`src/hdl/age_pkg.sv`:
```
// Shared types, constants and helper functions for the articulation gain envelope.
package age_pkg;

  // Gain is unsigned Q1.15: one integer bit above the fraction bits.
  localparam int GAIN_FRAC_BITS = 15;
  localparam int GAIN_W         = GAIN_FRAC_BITS + 1;
  localparam logic [GAIN_W-1:0] UNITY = GAIN_W'(1) << GAIN_FRAC_BITS;

  localparam int CFG_W     = 16;
  localparam int CFG_IDX_W = 3;

  // Configuration register indexes.
  typedef enum logic [CFG_IDX_W-1:0] {
    REG_ENABLE              = 3'd0,
    REG_PITCH_GRACE_COUNT   = 3'd1,
    REG_UNVOICED_HOLD_COUNT = 3'd2,
    REG_ATTACK_STEP         = 3'd3,
    REG_RELEASE_STEP        = 3'd4,
    REG_ONSET_FLOOR         = 3'd5,
    REG_UNVOICED_FLOOR      = 3'd6
  } cfg_reg_e;

  // Item action codes.
  localparam logic ACT_BEGIN  = 1'b0;
  localparam logic ACT_SAMPLE = 1'b1;

  typedef struct packed {
    logic             enable;
    logic [CFG_W-1:0] pitch_grace_count;
    logic [CFG_W-1:0] unvoiced_hold_count;
    logic [CFG_W-1:0] attack_step;
    logic [CFG_W-1:0] release_step;
    logic [CFG_W-1:0] onset_floor;
    logic [CFG_W-1:0] unvoiced_floor;
  } cfg_t;

  typedef struct packed {
    logic action;
    logic target_ok;
    logic voiced;
    logic onset;
  } in_t;

  typedef struct packed {
    logic [GAIN_W-1:0] gain;
    logic              keep_active;
  } out_t;

  function automatic logic [GAIN_W-1:0] sat_unity(input logic [CFG_W-1:0] v);
    return (v > CFG_W'(UNITY)) ? UNITY : GAIN_W'(v);
  endfunction

  // Zero step still moves by one LSB.
  function automatic logic [GAIN_W-1:0] usable_step(input logic [CFG_W-1:0] s);
    return (s == '0) ? GAIN_W'(1) : sat_unity(s);
  endfunction

endpackage

```
`src/hdl/age_cfg.sv`:
```
// Configuration register file for the articulation gain envelope.
module age_cfg (
  input  logic                          clk,
  input  logic                          rst,
  input  logic                          cfg_en,
  input  logic [age_pkg::CFG_IDX_W-1:0] cfg_index,
  input  logic [age_pkg::CFG_W-1:0]     cfg_data,
  output age_pkg::cfg_t                 cfg
);
  import age_pkg::*;

  always_ff @(posedge clk) begin
    if (rst) begin
      cfg.enable              <= 1'b0;
      cfg.pitch_grace_count   <= '0;
      cfg.unvoiced_hold_count <= '0;
      cfg.attack_step         <= CFG_W'(UNITY);
      cfg.release_step        <= CFG_W'(UNITY);
      cfg.onset_floor         <= '0;
      cfg.unvoiced_floor      <= '0;
    end else if (cfg_en) begin
      unique case (cfg_index)
        REG_ENABLE:              cfg.enable              <= cfg_data[0];
        REG_PITCH_GRACE_COUNT:   cfg.pitch_grace_count   <= cfg_data;
        REG_UNVOICED_HOLD_COUNT: cfg.unvoiced_hold_count <= cfg_data;
        REG_ATTACK_STEP:         cfg.attack_step         <= cfg_data;
        REG_RELEASE_STEP:        cfg.release_step        <= cfg_data;
        REG_ONSET_FLOOR:         cfg.onset_floor         <= cfg_data;
        REG_UNVOICED_FLOOR:      cfg.unvoiced_floor      <= cfg_data;
        default: ;  // drop writes beyond the register list
      endcase
    end
  end

endmodule

```
`src/hdl/age_step.sv`:
```
// Envelope state and the combinational gain and hold-counter update.
module age_step #(
  parameter int HOLD_COUNT_BITS = 16
) (
  input  logic          clk,
  input  logic          rst,
  input  logic          advance,
  input  age_pkg::in_t  item,
  input  age_pkg::cfg_t cfg,
  output age_pkg::out_t result
);
  import age_pkg::*;

  logic [GAIN_W-1:0]          gain_level, gain_level_next;
  logic [HOLD_COUNT_BITS-1:0] pitch_hold_left, pitch_hold_left_next;
  logic [HOLD_COUNT_BITS-1:0] unvoiced_hold_left, unvoiced_hold_left_next;

  logic [GAIN_W-1:0] onset_fl, unvoiced_fl, target, step, diff, move;
  logic              hold_any, rise;

  always_comb begin
    onset_fl    = sat_unity(cfg.onset_floor);
    unvoiced_fl = sat_unity(cfg.unvoiced_floor);
    hold_any    = (pitch_hold_left != '0) || (unvoiced_hold_left != '0);

    target = item.target_ok ? UNITY : '0;
    if (item.onset && onset_fl > target) target = onset_fl;
    // Unvoiced: hold the gain up while a hold still runs, else fall to the floor.
    if (!item.voiced) begin
      if (hold_any) target = (gain_level > unvoiced_fl) ? gain_level : unvoiced_fl;
      else          target = unvoiced_fl;
    end

    rise = target > gain_level;
    step = rise ? usable_step(cfg.attack_step) : usable_step(cfg.release_step);
    diff = rise ? (target - gain_level) : (gain_level - target);
    move = (diff < step) ? diff : step;

    gain_level_next         = gain_level;
    pitch_hold_left_next    = pitch_hold_left;
    unvoiced_hold_left_next = unvoiced_hold_left;

    if (item.action == ACT_SAMPLE) begin
      gain_level_next = rise ? (gain_level + move) : (gain_level - move);
      if (pitch_hold_left != '0)
        pitch_hold_left_next = pitch_hold_left - HOLD_COUNT_BITS'(1);
      if (unvoiced_hold_left != '0)
        unvoiced_hold_left_next = unvoiced_hold_left - HOLD_COUNT_BITS'(1);
    end else begin
      if (item.target_ok)
        pitch_hold_left_next = HOLD_COUNT_BITS'(cfg.pitch_grace_count);
      if (item.voiced)
        unvoiced_hold_left_next = HOLD_COUNT_BITS'(cfg.unvoiced_hold_count);
    end

    result.gain        = gain_level_next;
    result.keep_active = cfg.enable &&
                         ((pitch_hold_left_next != '0) || (unvoiced_hold_left_next != '0));
  end

  always_ff @(posedge clk) begin
    if (rst) begin
      gain_level         <= '0;
      pitch_hold_left    <= '0;
      unvoiced_hold_left <= '0;
    end else if (advance) begin
      gain_level         <= gain_level_next;
      pitch_hold_left    <= pitch_hold_left_next;
      unvoiced_hold_left <= unvoiced_hold_left_next;
    end
  end

endmodule

```
`src/hdl/articulation_gain_envelope.sv`:
```
// Per-sample gain envelope: input register, envelope update, result register.
//
// Input channel in_valid/in_stall/in_data carries one item: a begin-block
// reload (action 0) or one sample (action 1). Output channel
// out_valid/out_stall/out_data returns exactly one gain/keep_active result
// per item, in order. An item transfers at an edge where valid is high and
// stall is low.
// The item lands in the input register at its transfer edge; the result
// register captures it once out_valid is low or out_stall is low, so
// out_valid rises after that capture and the result can then transfer out.
// Throughput: one item per cycle while out_stall stays low; the gain and
// hold counters update combinationally between input and result register.
// When the receiver stalls, the result register holds its result and the
// input register can still take one more item; in_stall rises only while
// both registers are full and out_stall is high.
// Reset (rst, synchronous) empties both registers, clears gain and hold
// counters, and returns configuration to its reset values. Configuration
// writes (cfg_en, cfg_index, cfg_data) take effect the next cycle; the
// user must make them while no item is in flight; this is not enforced.
module articulation_gain_envelope #(
  parameter int HOLD_COUNT_BITS = 16
) (
  input  logic                          clk,
  input  logic                          rst,
  input  logic                          in_valid,
  output logic                          in_stall,
  input  age_pkg::in_t                  in_data,
  output logic                          out_valid,
  input  logic                          out_stall,
  output age_pkg::out_t                 out_data,
  input  logic                          cfg_en,
  input  logic [age_pkg::CFG_IDX_W-1:0] cfg_index,
  input  logic [age_pkg::CFG_W-1:0]     cfg_data
);
  import age_pkg::*;

  cfg_t cfg;
  in_t  item;
  out_t result;
  logic item_valid, item_valid_next, out_valid_next;
  logic advance, in_take;

  age_cfg u_cfg (
    .clk       (clk),
    .rst       (rst),
    .cfg_en    (cfg_en),
    .cfg_index (cfg_index),
    .cfg_data  (cfg_data),
    .cfg       (cfg)
  );

  age_step #(
    .HOLD_COUNT_BITS (HOLD_COUNT_BITS)
  ) u_step (
    .clk     (clk),
    .rst     (rst),
    .advance (advance),
    .item    (item),
    .cfg     (cfg),
    .result  (result)
  );

  assign advance  = item_valid && (!out_valid || !out_stall);
  assign in_stall = item_valid && out_valid && out_stall;
  assign in_take  = in_valid && !in_stall;

  always_comb begin
    item_valid_next = item_valid;
    if (in_take)      item_valid_next = 1'b1;
    else if (advance) item_valid_next = 1'b0;

    out_valid_next = out_valid;
    if (advance)         out_valid_next = 1'b1;
    else if (!out_stall) out_valid_next = 1'b0;
  end

  always_ff @(posedge clk) begin
    if (rst) begin
      item_valid <= 1'b0;
      out_valid  <= 1'b0;
    end else begin
      item_valid <= item_valid_next;
      out_valid  <= out_valid_next;
    end
  end

  always_ff @(posedge clk) begin
    if (in_take) item <= in_data;
    if (advance) out_data <= result;
  end

  a_gain_range: assert property (@(posedge clk) disable iff (rst)
    out_valid |-> out_data.gain <= UNITY)
    else $error("gain above unity");

  a_keep_needs_enable: assert property (@(posedge clk) disable iff (rst)
    advance |-> (!result.keep_active || cfg.enable))
    else $error("keep_active while disabled");

  a_advance_fills_out: assert property (@(posedge clk) disable iff (rst)
    advance |=> out_valid)
    else $error("result lost on advance");

  a_reset_empties: assert property (@(posedge clk)
    rst |=> (!out_valid && !item_valid))
    else $error("registers not empty after reset");

endmodule

```
`config.mk`:
```
export PLATFORM = sky130hd
export DESIGN_NAME = articulation_gain_envelope
export DESIGN_NICKNAME = d
export VERILOG_FILES = /design/src/hdl/age_pkg.sv /design/src/hdl/age_cfg.sv /design/src/hdl/age_step.sv /design/src/hdl/articulation_gain_envelope.sv
export SDC_FILE = /design/constraint.sdc
export NUM_CORES = 1
export LEC_CHECK = 0
export BUFFER_PORTS_ARGS = -buffer_cell sky130_fd_sc_hd__clkbuf_2
export CAP_MARGIN = 20
export CELL_PAD_IN_SITES_DETAIL_PLACEMENT = 1
export CELL_PAD_IN_SITES_GLOBAL_PLACEMENT = 2
export CORE_ASPECT_RATIO = 0.5
export CORE_MARGIN = 3
export CORE_UTILIZATION = 37
export DETAILED_ROUTE_END_ITERATION = 16
export PLACE_DENSITY = 0.81
export REMOVE_ABC_BUFFERS = 1
export SYNTH_ARGS = -nofsm -noshare
export SYNTH_HDL_FRONTEND = slang
export SYNTH_SLANG_ARGS = --single-unit
```
`constraint.sdc`:
```
create_clock -name clk -period 12.4 [get_ports clk]
set_clock_uncertainty 0.2 [all_clocks]
set_input_delay 1.86 -clock clk [delete_from_list [all_inputs] [get_ports clk]]
set_output_delay 1.86 -clock clk [all_outputs]
set_load 0.05 [all_outputs]
```
======== Yosys cells after proc, flatten, opt, wreduce, memory -nomap -nowiden ========
Index checks and enable logic that the tools add are counted.
cells by class
  $add $sub $neg .......................... 6
  order comparisons ....................... 8
  equal/unequal tests ..................... 7
  multiplexer cells ....................... 26
  reductions and logical operators ........ 27
operators with widths
  operator               number
  $mux 16                22
  $gt 16x16->1 const B   4
  $reduce_bool 16->1     4
  $gt 16x16->1           3
  $sub 16x16->16         3
  $logic_not 16->1       2
  $sub 16x1->16 const B  2
  $add 16x16->16         1
  $lt 16x16->1           1
  $reduce_and 2->1       7
  $eq 3x3->1 const B     3
  $eq 3x2->1 const B     2
  $logic_and 1x1->1      6
  $mux 1                 4
  $eq 3x1->1 const B     1
  $logic_not 1->1        3
  $logic_not 3->1        1
  $logic_or 1x1->1       3
  $ne 2x1->1 const B     1
  $reduce_bool 2->1      1
word-level totals
  register bits ........................... 168
  output and inout port bits .............. 19
  word-level logic and storage cells ...... 92

======== Depth between registers and ports, before layout ========
  depth after elaboration ................. 13
  gate-level depth with buffers ........... 58

======== Hierarchy ========
Synthesis repeated with hierarchy kept, for this count alone.
unflattened totals
  cells, all modules ...................... 1474
  area total of the unflattened synthesis .. 12117.9 µm²
modules (own cells, without submodules)
  module                      instances  cells each  area each (µm²)  seq. area each (µm²)
  age_step                    1          1103        7533.5           960.9
  age_cfg                     1          340         3867.5           1941.9
  articulation_gain_envelope  1          31          716.9            670.6

======== Worst setup path after synthesis ========
No wires, ideal clock.
  path type ............................... reg2reg
  start point ............................. register, netlist name u_cfg.cfg[15]
  end point ............................... register out_data[16] (netlist name) (data pin)
  library setup time ...................... 0.265 ns
  arrival time ............................ 10.626 ns
  required time ........................... 11.935 ns
  slack ................................... 1.309 ns
  cell stages (with the launch flop) ...... 55
  buffers on the path ..................... 8
  period minus slack after synthesis ...... 11.091 ns
  path through ............................ dfxtp_1 > inv_1 > clkbuf_1 > buf_1 > nand2_1 > ha_1 > a21o_1 > a21oi_1 > nor2b_1 > o21ai_0 > nand2b_1 > a21oi_1 > nor2b_1 > o21ai_0 > a221o_1 > buf_1 > a31oi_1 > o21ai_0 > [... 19 more ...] > buf_1 > nand2_1 > o21ai_0 > a221oi_1 > o21ai_0 > ha_1 > o2111ai_1 > nand4_1 > a31o_1 > o21ai_0 > o21ai_0 > nor4_1 > a221o_1 > or4_1 > clkbuf_1 > and3_1 > a221oi_1 > nand3_1
RTL lines
  what                    line                              RTL
  end signal: assignment  articulation_gain_envelope.sv:89  if (advance) out_data <= result;
  end: declaration        articulation_gain_envelope.sv:30  output age_pkg::out_t out_data,

======== Worst setup path after layout ========
  start point ............................. register, netlist name u_cfg.cfg[1]
  end point ............................... register u_step.gain_level[15]
between the ends
  longest elaborated chain between the ends .. 13
  elaborated cells between the ends (all ways) .. 17
  those cells by class .................... 4 x add/sub; 4 x order compare; 9 x mux
RTL lines
  what                                                     line                            RTL
  $gt 16x16->1                                             age_pkg.sv:50                   return (v > CFG_W'(UNITY)) ? UNITY : GAIN_W'(v);
  $mux 16 (*)                                              age_pkg.sv:50
  $gt 16x16->1                                             age_step.sv:30                  if (hold_any) target = (gain_level > unvoiced_fl) ? gain_level : unvoiced_fl;
  $mux 16                                                  age_step.sv:30
  $mux 16 (*)                                              age_step.sv:30
  $mux 16 (*)                                              age_step.sv:29                  if (!item.voiced) begin
  $sub 16x16->16 / $gt 16x16->1 (equally long branches)    age_step.sv:36, age_step.sv:34
  $mux 16 (on tied branches)                               age_step.sv:36, age_step.sv:35
  $lt 16x16->1                                             age_step.sv:37                  move = (diff < step) ? diff : step;
  $mux 16                                                  age_step.sv:37
  $sub 16x16->16 / $add 16x16->16 (equally long branches)  age_step.sv:44                  gain_level_next = rise ? (gain_level + move) : (gain_level - move);
  $mux 16 (*)                                              age_step.sv:44
  $mux 16 (*)                                              age_step.sv:43                  if (item.action == ACT_SAMPLE) begin
  end signal: assignment                                   age_step.sv:67                  gain_level <= gain_level_next;
  end: declaration                                         age_step.sv:14                  logic [GAIN_W-1:0] gain_level, gain_level_next;
Mark *: on every way between the ends. The rest lies on a longest branch, timed or not.
A chain may end at the register's enable or synchronous reset.

==> flow_summary.yaml <==
placed_design:
  gp_congestion: 0.949
  dp_hpwl_mm: 35.5
  place_inst: 2051
  place_area_um2: 12600
  post-place-ws_ns: 0.0109
  portBuffers: 46
logic_synthesis:
  synth.distinct_cells: 87
  synth_seq_area_share_pct: 30.1
  syn_avg_cell_area_um2: 7.26
  synth_edf_count: 21
  synth_ff_type: "dfxtp_1"
  netlist_area_um2: 11900
  ys_ff_latch: 168
  yosys_warnings: 0
  synth_cells: 1635
  synth-async-reset-ratio_pct: 0
sta:
  slew_violations: 0
  fmax_mhz: 85.7
  grt_setup_unrepaired: "no"
  fin_ws_ns: 0.726
  min_period_over_period_pct: 94.1
  worst_pin_slew_ns: 1.04
  fin_crit_ns: 11.67
  finalSetupTns_ns: 0
  finalSetupViolCount: 0
  relSlewSlack_pct: 30.5
  hold_viol: 0
route:
  via_per_inst: 5.82
  wl_per_cell_um: 22.3
  ant_nets: 0
  totalWireLength_mm: 46.6
  drc: 0
  vias: 12163
  drtIter0Drc: 904
  firstDrtPassIters: 5
critical_path:
  end_kind: "register"
  crit_arrival_ns: 11.78
  cp_slowest_cell: "or4_4"
  cp.required_ns: 12.51
  worstSetupPathType: "register to register"
  worstPathMaxFanout: 18
  slowest_delay_ns: 0.61
  cp-start-kind: "register"
floorplanning:
  dieArea_um2: 34400
  design.core.area_um2: 31000
  rows: 45
  start_util_pct: 38.3
  fp.dieW_um: 259
  die_y_um: 133
  io_pins: 47
clock_tree:
  htree_levels: 4
  cts.clk_slew.worst_paths_ns: 0.07
  clkLatencyLatePin_ns: 0.46
  cts-hold-fix-buffers: 0
  cts_root_buf: "clkbuf_16"
  cts_buffers: 17
  clockBufferDepth: 2
  cts_sinks: 168
  cts_tree: "yes"
layout:
  fin_cells: 2089
  synthToLayoutAreaGrowth_pct: 11.9
  nNetsFinal: 1764
  drive_above_1_share_pct: 9.48
  final_area_um2: 13300
  final_common_cell: "nand2_1"
  antenna_cells: 0
  layout_common_cells: "nand2_1 (333), a21oi_1 (211), nor2_1 (155)"
  final.fill_count: 3901
run_status:
  outcome: "completed"
hold_path:
  hp-class: "register to register"
global_routing:
  grt_pass1_vias: 11721
  gr-total-overflow: 0
  grt_start_max_net_pins: 93
  grt_first_pass_wirelength_mm: 71.6
  grtUsageTotal_pct: 27.0
  antenna_found_initial: 0
job:
  max-cap-violations: 0
-- through the flow --
step	utilization (%)	hold slack, ns
finish	42.9	0.262
global route	42.9	0.286
CTS	42.5	0.265
detailed placement	40.6	0.254
global placement	40.6	0.249
floorplan	-	0.227
-- critical path, delay by kind of cell, from the launching register on --
family                   cells  cell delay (ns)
AO/OA/AOI/OAI               23             4.93
XOR/XNOR                     2             0.30
adder cells (fa/ha/maj)      4             1.48
buffers and inverters        3             0.64
flip-flops                   1             0.34
AND/OR/NAND/NOR             13             3.64
-- Yosys cell counts (5+ instances only) --
cell,n,area (um^2)
mux2i_1,18,180
a221oi_1,10,87.6
edfxtp_1,21,631
or4_1,6,45.0
nor4_1,29,181
a22oi_1,11,82.6
buf_2,9,45.0
a21oi_1,212,1060
a21o_1,16,120
o21ai_0,85,425
nor2_1,156,586
o211ai_1,12,90.1
dfxtp_1,147,2940
xor2_1,14,123
nor2b_1,19,119
nand2_1,334,1250
a211o_1,6,52.6
nor3_1,24,120
nand3_1,31,155
and4_1,6,52.6
a211oi_1,10,75.1
xnor2_1,20,175
o21bai_1,5,37.5
nand2b_1,17,106
and3_1,14,87.6
ha_1,80,1000
nand4_1,17,106
or3_1,9,56.3
o21a_1,9,67.6
inv_1,61,229
buf_1,9,33.8
a31oi_1,24,150
and2_1,15,93.8
o21ai_1,5,25.0
clkbuf_1,71,267
-- state kept, by name, summed over array words and instances (netlist names) --
register / count
u_step.unvoiced_hold_left: 16
out_data: 17
item_valid: 1
item: 4
u_step.gain_level: 16
u_cfg.cfg: 97
out_valid: 1
u_step.pitch_hold_left: 16
-- cells by family (layout without fill, tap and decap cells) --
kind of cell | Yosys count | in the layout | synth area share [%]
multiplexers | 25 | 25 | 2.28
AO/OA/AOI/OAI | 472 | 472 | 24.4
buffers and inverters | 152 | 183 | 5.03
XOR/XNOR | 34 | 34 | 2.51
adder cells (fa/ha/maj) | 85 | 85 | 9.11
flip-flops | 168 | 168 | 30.1
AND/OR/NAND/NOR | 699 | 699 | 26.5
-- per-layer routing --
layer	wire, um	share of wire, %	vias up	track usage (%)
li1	-	-	5844	-
met2	19800	42	254	40.4
met1	24200	52	6032	41.1
met5	0	0	-	0
met3	2100	4.5	33	3.79
met4	551	1.2	0	5.66
-- layout make-up --
cell class              count  area [um^2]  area share [%]
clock inverters            14          159            1.20
repair buffers             90          588            4.43
well taps                 423          529            3.99
flip-flops and latches    168         3570            26.9
multi-input cells        1315         7770            58.5
clock buffers              18          429            3.23
inverters                  61          229            1.72
-- final timing paths --
kind | from | end | slack, ns | cells after the start
worst min register to register | u_cfg.cfg[95] | u_cfg.cfg[95] | 0.26 | 2
worst min-delay path | u_cfg.cfg[95] | u_cfg.cfg[95] | 0.26 | 2
worst max register to register | u_cfg.cfg[1] | u_step.gain_level[15] | 0.73 | 45
worst max-delay path | u_cfg.cfg[1] | u_step.gain_level[15] | 0.73 | 45
-- repair_timing --
item / CTS / global route
pin swaps: 0 / 2
endpoints found under the setup margin: 2 / 2
resized for setup: 2 / 12
buffers inserted: 0 / 3
Power is not shown: default switching activity piles up to over one toggle a cycle in this logic, so the estimate is an artifact.
